`src/design/sdw_pkg.sv`:
```
package sdw_pkg;

   localparam int MAX_POINTS = 8;
   localparam int MAX_DERIV  = 2;
   localparam int NUM_W      = MAX_POINTS * (MAX_DERIV + 1);
   localparam int WA_W       = $clog2(NUM_W);
   localparam int PT_W       = $clog2(MAX_POINTS);
   localparam int CNT_W      = $clog2(MAX_POINTS + 1);
   localparam int K_W        = (MAX_DERIV > 0) ? $clog2(MAX_DERIV + 1) : 1;
   localparam int DIV_STEPS  = 96;
   localparam int STEP_W     = $clog2(DIV_STEPS);

   localparam logic signed [47:0] W_MAX     = 48'sh7FFF_FFFF_FFFF;
   localparam logic signed [47:0] W_MIN     = 48'sh8000_0000_0000;
   localparam logic signed [47:0] ONE_Q32   = 48'sh0001_0000_0000;
   localparam logic signed [48:0] ONE_Q28_A = 49'sh0_0000_1000_0000;
   localparam logic signed [33:0] ONE_Q28_D = 34'sh0_1000_0000;
   localparam logic signed [33:0] ONE_Q32_D = 34'sh1_0000_0000;

   typedef struct packed {
      logic signed [31:0] grid_coord;
      logic signed [31:0] eval_point;
      logic               last;
   } req_type;

   typedef struct packed {
      logic signed [47:0] weight;
      logic [2:0]         point_index;
      logic [1:0]         deriv_index;
      logic               overflow;
      logic               final_res;
   } rsp_type;

   typedef enum logic [3:0] {
      OP_NONE,
      OP_INIT,
      OP_LD_XI,
      OP_LD_XIM1,
      OP_LD_XJ,
      OP_SET_C4,
      OP_RD_WA,
      OP_RD_WB,
      OP_MD_R_STEP,
      OP_MD_R_FIN,
      OP_MD_C5W,
      OP_MD_C5W0,
      OP_MD_RT,
      OP_MD_C4W,
      OP_MD_TC3,
      OP_MD_C4W0
   } dp_op_type;

   typedef struct packed {
      dp_op_type       op;
      logic            start;
      logic [PT_W-1:0] caddr;
      logic [WA_W-1:0] waddr;
      logic [K_W-1:0]  kval;
      logic            coord_we;
      logic            tgt_we;
   } dp_cmd_type;

   typedef struct packed {
      logic md_done;
      logic ovf;
   } dp_sts_type;

   typedef struct packed {
      logic [2:0] point_index;
      logic [1:0] deriv_index;
      logic       final_res;
   } rsp_info_type;

   typedef enum logic [1:0] {
      MD_IDLE,
      MD_MUL,
      MD_DIV,
      MD_FIN
   } md_state_type;

   typedef enum logic [4:0] {
      S_IDLE,
      S_INIT,
      S_LD0,
      S_SC0,
      S_I_XI,
      S_I_XIM1,
      S_I_C4,
      S_R_CHK,
      S_R_XJ,
      S_R_MD,
      S_R_FIN,
      S_K_CHK,
      S_K_RDA,
      S_K_RDB,
      S_K_MD1,
      S_K_MD2,
      S_K0_RDA,
      S_K0_MD1,
      S_K0_MD2,
      S_J_CHK,
      S_J_XJ,
      S_JK_CHK,
      S_JK_RDA,
      S_JK_RDB,
      S_JK_MD1,
      S_JK_MD2,
      S_JK0_RDA,
      S_JK0_MD,
      S_O_RD,
      S_O_SHOW
   } ctrl_state_type;

   // weight table address, point-major
   function automatic logic [WA_W-1:0] widx(logic [PT_W-1:0] j, logic [K_W-1:0] k);
      return WA_W'(j * (MAX_DERIV + 1) + k);
   endfunction

endpackage

```
`src/design/sdw_ctrl.sv`:
```
module sdw_ctrl
   import sdw_pkg::*;
(
   input  logic         clock,
   input  logic         reset,
   input  logic         req_valid,
   input  logic         req_last,
   output logic         req_stall,
   output logic         rsp_valid,
   input  logic         rsp_stall,
   output rsp_info_type rsp_info,
   input  logic         csr_wr_en,
   input  logic [1:0]   csr_wr_data,
   output dp_cmd_type   cmd,
   input  dp_sts_type   sts
);

   ctrl_state_type   state_ff, state_in;
   logic [CNT_W-1:0] cnt_ff, cnt_in, n_ff, n_in, i_ff, i_in, j_ff, j_in;
   logic [K_W-1:0]   k_ff, k_in, m_ff, m_in, mn_ff, mn_in;
   logic [1:0]       order_ff;
   logic             issued_ff, issued_in;

   logic [CNT_W-1:0] cnt_next, i_next;
   logic [PT_W-1:0]  pi, pim1, pj;
   logic             is_final;

   always_comb begin
      pi       = PT_W'(i_ff);
      pim1     = PT_W'(i_ff - CNT_W'(1));
      pj       = PT_W'(j_ff);
      i_next   = i_ff + CNT_W'(1);
      cnt_next = (cnt_ff < CNT_W'(MAX_POINTS)) ? cnt_ff + CNT_W'(1) : cnt_ff;
      is_final = (j_ff == n_ff - CNT_W'(1)) && (k_ff == m_ff);

      state_in  = state_ff;
      cnt_in    = cnt_ff;
      n_in      = n_ff;
      i_in      = i_ff;
      j_in      = j_ff;
      k_in      = k_ff;
      m_in      = m_ff;
      mn_in     = mn_ff;
      issued_in = issued_ff;
      cmd       = '0;
      cmd.op    = OP_NONE;
      req_stall = 1'b1;
      rsp_valid = 1'b0;

      unique case (state_ff)
         S_IDLE: begin
            req_stall   = 1'b0;
            cmd.caddr   = PT_W'(cnt_ff);
            if (req_valid) begin
               cmd.coord_we = (cnt_ff < CNT_W'(MAX_POINTS));
               cmd.tgt_we   = (cnt_ff == '0);
               cnt_in       = cnt_next;
               if (req_last) begin
                  n_in     = cnt_next;
                  cnt_in   = '0;
                  m_in     = (order_ff < MAX_DERIV) ? K_W'(order_ff) : K_W'(MAX_DERIV);
                  state_in = S_INIT;
               end
            end
         end
         S_INIT: begin
            cmd.op   = OP_INIT;
            state_in = S_LD0;
         end
         S_LD0: begin
            cmd.op    = OP_LD_XI;
            cmd.caddr = '0;
            state_in  = S_SC0;
         end
         S_SC0: begin
            cmd.op = OP_SET_C4;
            i_in   = CNT_W'(1);
            j_in   = '0;
            k_in   = '0;
            state_in = (n_ff == CNT_W'(1)) ? S_O_RD : S_I_XI;
         end
         S_I_XI: begin
            cmd.op    = OP_LD_XI;
            cmd.caddr = pi;
            state_in  = S_I_XIM1;
         end
         S_I_XIM1: begin
            cmd.op    = OP_LD_XIM1;
            cmd.caddr = pim1;
            state_in  = S_I_C4;
         end
         S_I_C4: begin
            cmd.op   = OP_SET_C4;
            j_in     = '0;
            mn_in    = (i_ff < CNT_W'(m_ff)) ? K_W'(i_ff) : m_ff;
            state_in = S_R_CHK;
         end
         S_R_CHK: begin
            state_in = (i_ff > j_ff + CNT_W'(1)) ? S_R_XJ : S_R_FIN;
         end
         S_R_XJ: begin
            cmd.op    = OP_LD_XJ;
            cmd.caddr = pj;
            state_in  = S_R_MD;
         end
         S_R_MD: begin
            cmd.op    = OP_MD_R_STEP;
            cmd.start = !issued_ff;
            issued_in = 1'b1;
            if (sts.md_done) begin
               issued_in = 1'b0;
               j_in      = j_ff + CNT_W'(1);
               state_in  = S_R_CHK;
            end
         end
         S_R_FIN: begin
            cmd.op    = OP_MD_R_FIN;
            cmd.start = !issued_ff;
            issued_in = 1'b1;
            if (sts.md_done) begin
               issued_in = 1'b0;
               k_in      = mn_ff;
               state_in  = S_K_CHK;
            end
         end
         S_K_CHK: begin
            state_in = (k_ff != '0) ? S_K_RDA : S_K0_RDA;
         end
         S_K_RDA: begin
            cmd.op    = OP_RD_WA;
            cmd.waddr = widx(pim1, k_ff);
            state_in  = S_K_RDB;
         end
         S_K_RDB: begin
            cmd.op    = OP_RD_WB;
            cmd.waddr = widx(pim1, k_ff - K_W'(1));
            state_in  = S_K_MD1;
         end
         S_K_MD1: begin
            cmd.op    = OP_MD_C5W;
            cmd.kval  = k_ff;
            cmd.start = !issued_ff;
            issued_in = 1'b1;
            if (sts.md_done) begin
               issued_in = 1'b0;
               state_in  = S_K_MD2;
            end
         end
         S_K_MD2: begin
            cmd.op    = OP_MD_RT;
            cmd.waddr = widx(pi, k_ff);
            cmd.start = !issued_ff;
            issued_in = 1'b1;
            if (sts.md_done) begin
               issued_in = 1'b0;
               k_in      = k_ff - K_W'(1);
               state_in  = S_K_CHK;
            end
         end
         S_K0_RDA: begin
            cmd.op    = OP_RD_WA;
            cmd.waddr = widx(pim1, '0);
            state_in  = S_K0_MD1;
         end
         S_K0_MD1: begin
            cmd.op    = OP_MD_C5W0;
            cmd.start = !issued_ff;
            issued_in = 1'b1;
            if (sts.md_done) begin
               issued_in = 1'b0;
               state_in  = S_K0_MD2;
            end
         end
         S_K0_MD2: begin
            cmd.op    = OP_MD_RT;
            cmd.waddr = widx(pi, '0);
            cmd.start = !issued_ff;
            issued_in = 1'b1;
            if (sts.md_done) begin
               issued_in = 1'b0;
               j_in      = '0;
               state_in  = S_J_CHK;
            end
         end
         S_J_CHK: begin
            if (j_ff < i_ff) begin
               state_in = S_J_XJ;
            end else begin
               i_in = i_next;
               j_in = '0;
               k_in = '0;
               state_in = (i_next < n_ff) ? S_I_XI : S_O_RD;
            end
         end
         S_J_XJ: begin
            cmd.op    = OP_LD_XJ;
            cmd.caddr = pj;
            k_in      = mn_ff;
            state_in  = S_JK_CHK;
         end
         S_JK_CHK: begin
            state_in = (k_ff != '0) ? S_JK_RDA : S_JK0_RDA;
         end
         S_JK_RDA: begin
            cmd.op    = OP_RD_WA;
            cmd.waddr = widx(pj, k_ff);
            state_in  = S_JK_RDB;
         end
         S_JK_RDB: begin
            cmd.op    = OP_RD_WB;
            cmd.waddr = widx(pj, k_ff - K_W'(1));
            state_in  = S_JK_MD1;
         end
         S_JK_MD1: begin
            cmd.op    = OP_MD_C4W;
            cmd.kval  = k_ff;
            cmd.start = !issued_ff;
            issued_in = 1'b1;
            if (sts.md_done) begin
               issued_in = 1'b0;
               state_in  = S_JK_MD2;
            end
         end
         S_JK_MD2: begin
            cmd.op    = OP_MD_TC3;
            cmd.waddr = widx(pj, k_ff);
            cmd.start = !issued_ff;
            issued_in = 1'b1;
            if (sts.md_done) begin
               issued_in = 1'b0;
               k_in      = k_ff - K_W'(1);
               state_in  = S_JK_CHK;
            end
         end
         S_JK0_RDA: begin
            cmd.op    = OP_RD_WA;
            cmd.waddr = widx(pj, '0);
            state_in  = S_JK0_MD;
         end
         S_JK0_MD: begin
            cmd.op    = OP_MD_C4W0;
            cmd.waddr = widx(pj, '0);
            cmd.start = !issued_ff;
            issued_in = 1'b1;
            if (sts.md_done) begin
               issued_in = 1'b0;
               j_in      = j_ff + CNT_W'(1);
               state_in  = S_J_CHK;
            end
         end
         S_O_RD: begin
            cmd.op    = OP_RD_WA;
            cmd.waddr = widx(pj, k_ff);
            state_in  = S_O_SHOW;
         end
         S_O_SHOW: begin
            rsp_valid = 1'b1;
            if (!rsp_stall) begin
               if (is_final) begin
                  state_in = S_IDLE;
               end else if (k_ff == m_ff) begin
                  k_in     = '0;
                  j_in     = j_ff + CNT_W'(1);
                  state_in = S_O_RD;
               end else begin
                  k_in     = k_ff + K_W'(1);
                  state_in = S_O_RD;
               end
            end
         end
         default: begin
            state_in = S_IDLE;
         end
      endcase
   end

   always_ff @(posedge clock) begin
      if (reset) begin
         state_ff  <= S_IDLE;
         cnt_ff    <= '0;
         order_ff  <= 2'd1;
         issued_ff <= 1'b0;
         n_ff      <= '0;
         i_ff      <= '0;
         j_ff      <= '0;
         k_ff      <= '0;
         m_ff      <= '0;
         mn_ff     <= '0;
      end else begin
         state_ff  <= state_in;
         cnt_ff    <= cnt_in;
         issued_ff <= issued_in;
         n_ff      <= n_in;
         i_ff      <= i_in;
         j_ff      <= j_in;
         k_ff      <= k_in;
         m_ff      <= m_in;
         mn_ff     <= mn_in;
         if (csr_wr_en) begin
            order_ff <= csr_wr_data;
         end
      end
   end

   assign rsp_info.point_index = 3'(j_ff);
   assign rsp_info.deriv_index = 2'(k_ff);
   assign rsp_info.final_res   = is_final;

endmodule
```
`config.mk`:
```
export PLATFORM = sky130hd
export DESIGN_NAME = sdw_ctrl
export DESIGN_NICKNAME = d
export VERILOG_FILES = /design/src/design/sdw_pkg.sv /design/src/design/sdw_ctrl.sv
export SDC_FILE = /design/constraint.sdc
export NUM_CORES = 1
export LEC_CHECK = 0
export BUFFER_PORTS_ARGS = -buffer_cell sky130_fd_sc_hd__buf_2
export CAP_MARGIN = 0
export CORE_MARGIN = 2
export CORE_UTILIZATION = 60
export DETAILED_ROUTE_END_ITERATION = 8
export PLACE_DENSITY = 0.81
export SYNTH_ARGS = -nofsm -noshare
export SYNTH_HDL_FRONTEND = slang
export SYNTH_SLANG_ARGS = --single-unit
```
`constraint.sdc`:
```
create_clock -name clock -period 9.9 [get_ports clock]
set_clock_uncertainty 0.15 [all_clocks]
set_input_delay 1.485 -clock clock [delete_from_list [all_inputs] [get_ports clock]]
set_output_delay 1.485 -clock clock [all_outputs]
set_load 0.01 [all_outputs]
```
==> results.json <==
{
  "wl_per_cell_um": 17.5,
  "ys.flop_type": "dfxtp_1",
  "vdd_drop_max_mv": 0.136,
  "grtUsageTotal_pct": 31.5,
  "fin_setup_tns_ps": 0,
  "antenna_found_initial": 0,
  "fillCellCount": 535,
  "multi_input_area_sq_um": 2780,
  "grt_setup_unrepaired": "false",
  "grt_max_degree": 42,
  "register_area_sq_um": 601,
  "dpl.hpwl_um": 7420,
  "synth-async-reset-ratio_pct": 0,
  "synth_area_sq_um": 3690,
  "path_cells": "inv_1 > ha_1 > inv_1 > fa_1 > inv_1 > or4_1 > a211oi_1 > nor3_1 > o21ai_1 > buf_2",
  "cts_tree": "yes",
  "p_leak_uw": 0.00156,
  "fin_nets": 539,
  "synth_cell_types": 84,
  "cts.clk_slew.worst_paths_ps": 70,
  "critPathLaunchType": "register",
  "finalSetupViolations": 0,
  "min_period_ps": 5420,
  "grt-ovfl-total": 0,
  "tightest_slew_ps": 756,
  "gp_congestion": 0.952,
  "synth-edff-count": 0,
  "timing.rr.end": "state_ff[3]$_SDFFE_PP0P_",
  "fmax_ghz": 0.185,
  "syn_inst": 483,
  "cp_common_cell": "inv_1",
  "cp_max_fo": 15,
  "endpoint_kind": "output port",
  "powerDensity_nw_per_um2": 195,
  "ff2ff_setup_slack_ps": 7050,
  "hold_path.class": "reg -> reg",
  "io_buffers": 33,
  "die_area_sq_um": 6790,
  "grt_pass1_wl_um": 16400,
  "drt_iter0_markers": 382,
  "n_antenna_cell": 0,
  "period_share_pct": 54.7,
  "core.rowCount": 28,
  "crit_end": "cmd[8]",
  "status": "finished, final reports clean",
  "fp.dieW_um": 82.4,
  "cp.arrival_ps": 3780,
  "cts_root_buf": "clkbuf_8",
  "clockBufferDepth": 2,
  "worstSetupPathType": "reg -> out",
  "synthTopCellsByArea": "dfxtp_1 16%, ha_1 9.8%, nor2_1 4.9%",
  "postSynthAreaPerCell_sq_um": 7.63,
  "total_power_uw": 759,
  "drcViolationCount": 0,
  "drt_pass1_iterations": 5,
  "cpPeakStageDelay_ps": 710,
  "h-tree-depth": 2,
  "r2r-start": "i_ff[0]$_SDFFE_PP0P_",
  "die_y_um": 82.4,
  "ys_top_cells_by_count": "48 x nor2_1, 33 x nand2_1, 30 x dfxtp_1, 30 x inv_1",
  "ant_nets": 0,
  "num_io_pins": 35,
  "cpMaxStageDelayCell": "dfxtp_1",
  "ys_seq_elements": 30,
  "core_sq_um": 5920,
  "yosysTopAreaCellShare_pct": 16.3,
  "first_global_vias": 3430,
  "relSlewSlack_pct": 49.0,
  "finalHoldViolations": 0,
  "hold_buffers": 0,
  "synth_area_leader_cell": "dfxtp_1",
  "cts_setup_buffers": 0,
  "maxCapViolCount": 0,
  "synth_most_common_cell": "nor2_1",
  "cp-startpoint": "i_ff[0]$_SDFFE_PP0P_",
  "cts.sinks": 30,
  "clk_latency_ps": 290,
  "wirelength_um": 9980,
  "drive_gt1_share_pct": 13.3,
  "cts.repair.resized": 0,
  "initial_core_util_pct": 62.3,
  "synth_warnings": 0,
  "via_per_inst": 6.39,
  "numCtsBuffers": 5,
  "route.vias.total": 3649,
  "final_max_slew_viol_count": 0,
  "required_ps": 8270,
  "reg2regPathDepth": 8,
  "area_delta_synth_final_pct": 5.29,
  "synth_nets": 527,
  "yosysSeqAreaShare_pct": 16.3
}
## cell usage in the layout (no fill, tap or decap), types with 3 or more instances in the layout
master,n
dfxtp_1,30
and3_1,7
o221ai_1,4
nor2b_1,13
nor2_1,48
a211oi_1,10
buf_2,33
nor3_1,12
a311oi_1,3
o21ai_0,27
buf_4,5
a22oi_1,9
xnor2_1,15
nand3_1,16
nand2b_1,10
or3_1,4
nor3b_1,4
a21o_1,9
and2_1,4
xor2_1,11
o22ai_1,5
a221oi_1,4
a21oi_1,29
inv_1,30
mux2i_1,8
nand2_1,33
o211ai_1,6
clkbuf_8,6
ha_1,29
fa_1,5
o21ai_1,3
## logic make-up after synthesis
group	share of synthesized area, %
simple gates	24.6
compound gates	28.2
buf+inv	8.38
fa+ha+maj	12.6
flops	16.3
xor+xnor	7.50
mux	2.48
## registers in the layout, summed over array words and instances (netlist names)
signal	cells
issued_ff	1
mn_ff	2
i_ff	4
m_ff	2
cnt_ff	4
state_ff	5
k_ff	2
j_ff	4
order_ff	2
n_ff	4
## through the flow
step                instance area, sq um  cells  hold slack [ps]  setup WS, ps  utilization (%)
finish                              3880    571              354          4480             65.6
floorplan                           3690    483              328          5620                -
global route                        3880    571              397          4260             65.6
global placement                    3790    563              339          4880             64.0
CTS                                 3880    571              354          4550             65.6
detailed placement                  3790    563              344          4870             64.0
## power by group
group	leakage (uW)	total [uW]	switching, uW	internal (uW)
Combinational	0.00127	496	305	191
Sequential	0.000244	155	18.8	136
Clock	0.0000482	107	51.2	56.1
Total	0.00156	759	375	384
## critical path, delay by kind of cell, from the launching register on
kind	cells	cell delay (ps)
flops	1	710
simple gates	2	590
compound gates	2	300
fa+ha+maj	2	1240
buf+inv	4	640
## metal layers
metal  up-vias  GRT usage (%)  share of wire [%]
met5         -              0                  0
met3        27           6.85                6.5
met4         0           12.0                2.8
li1       1770              -                  -
met1      1696           40.1                 44
met2       156           51.8                 46
## area by class of cell
type                    instances  area share (%)
multi-input cells             389            71.5
flip-flops and latches         30            15.5
repair buffers                 38            5.22
inverters                      31            3.00
well taps                      75            2.42
clock buffers                   7            2.22
clock inverters                 1           0.129
## how the worst min path moves through the flow
stage	from	to	cells after the start
2_1_floorplan	mn_ff[0]$_SDFFE_PP0P_	mn_ff[0]$_SDFFE_PP0P_	2
3_3_place_gp	issued_ff$_SDFFE_PP0N_	issued_ff$_SDFFE_PP0N_	2
3_5_place_dp	mn_ff[1]$_SDFFE_PP0P_	mn_ff[1]$_SDFFE_PP0P_	2
4_1_cts	mn_ff[1]$_SDFFE_PP0P_	mn_ff[1]$_SDFFE_PP0P_	2
5_1_grt	mn_ff[1]$_SDFFE_PP0P_	mn_ff[1]$_SDFFE_PP0P_	2
6_report	mn_ff[1]$_SDFFE_PP0P_	mn_ff[1]$_SDFFE_PP0P_	2
Power figures use the tool's default switching activity.
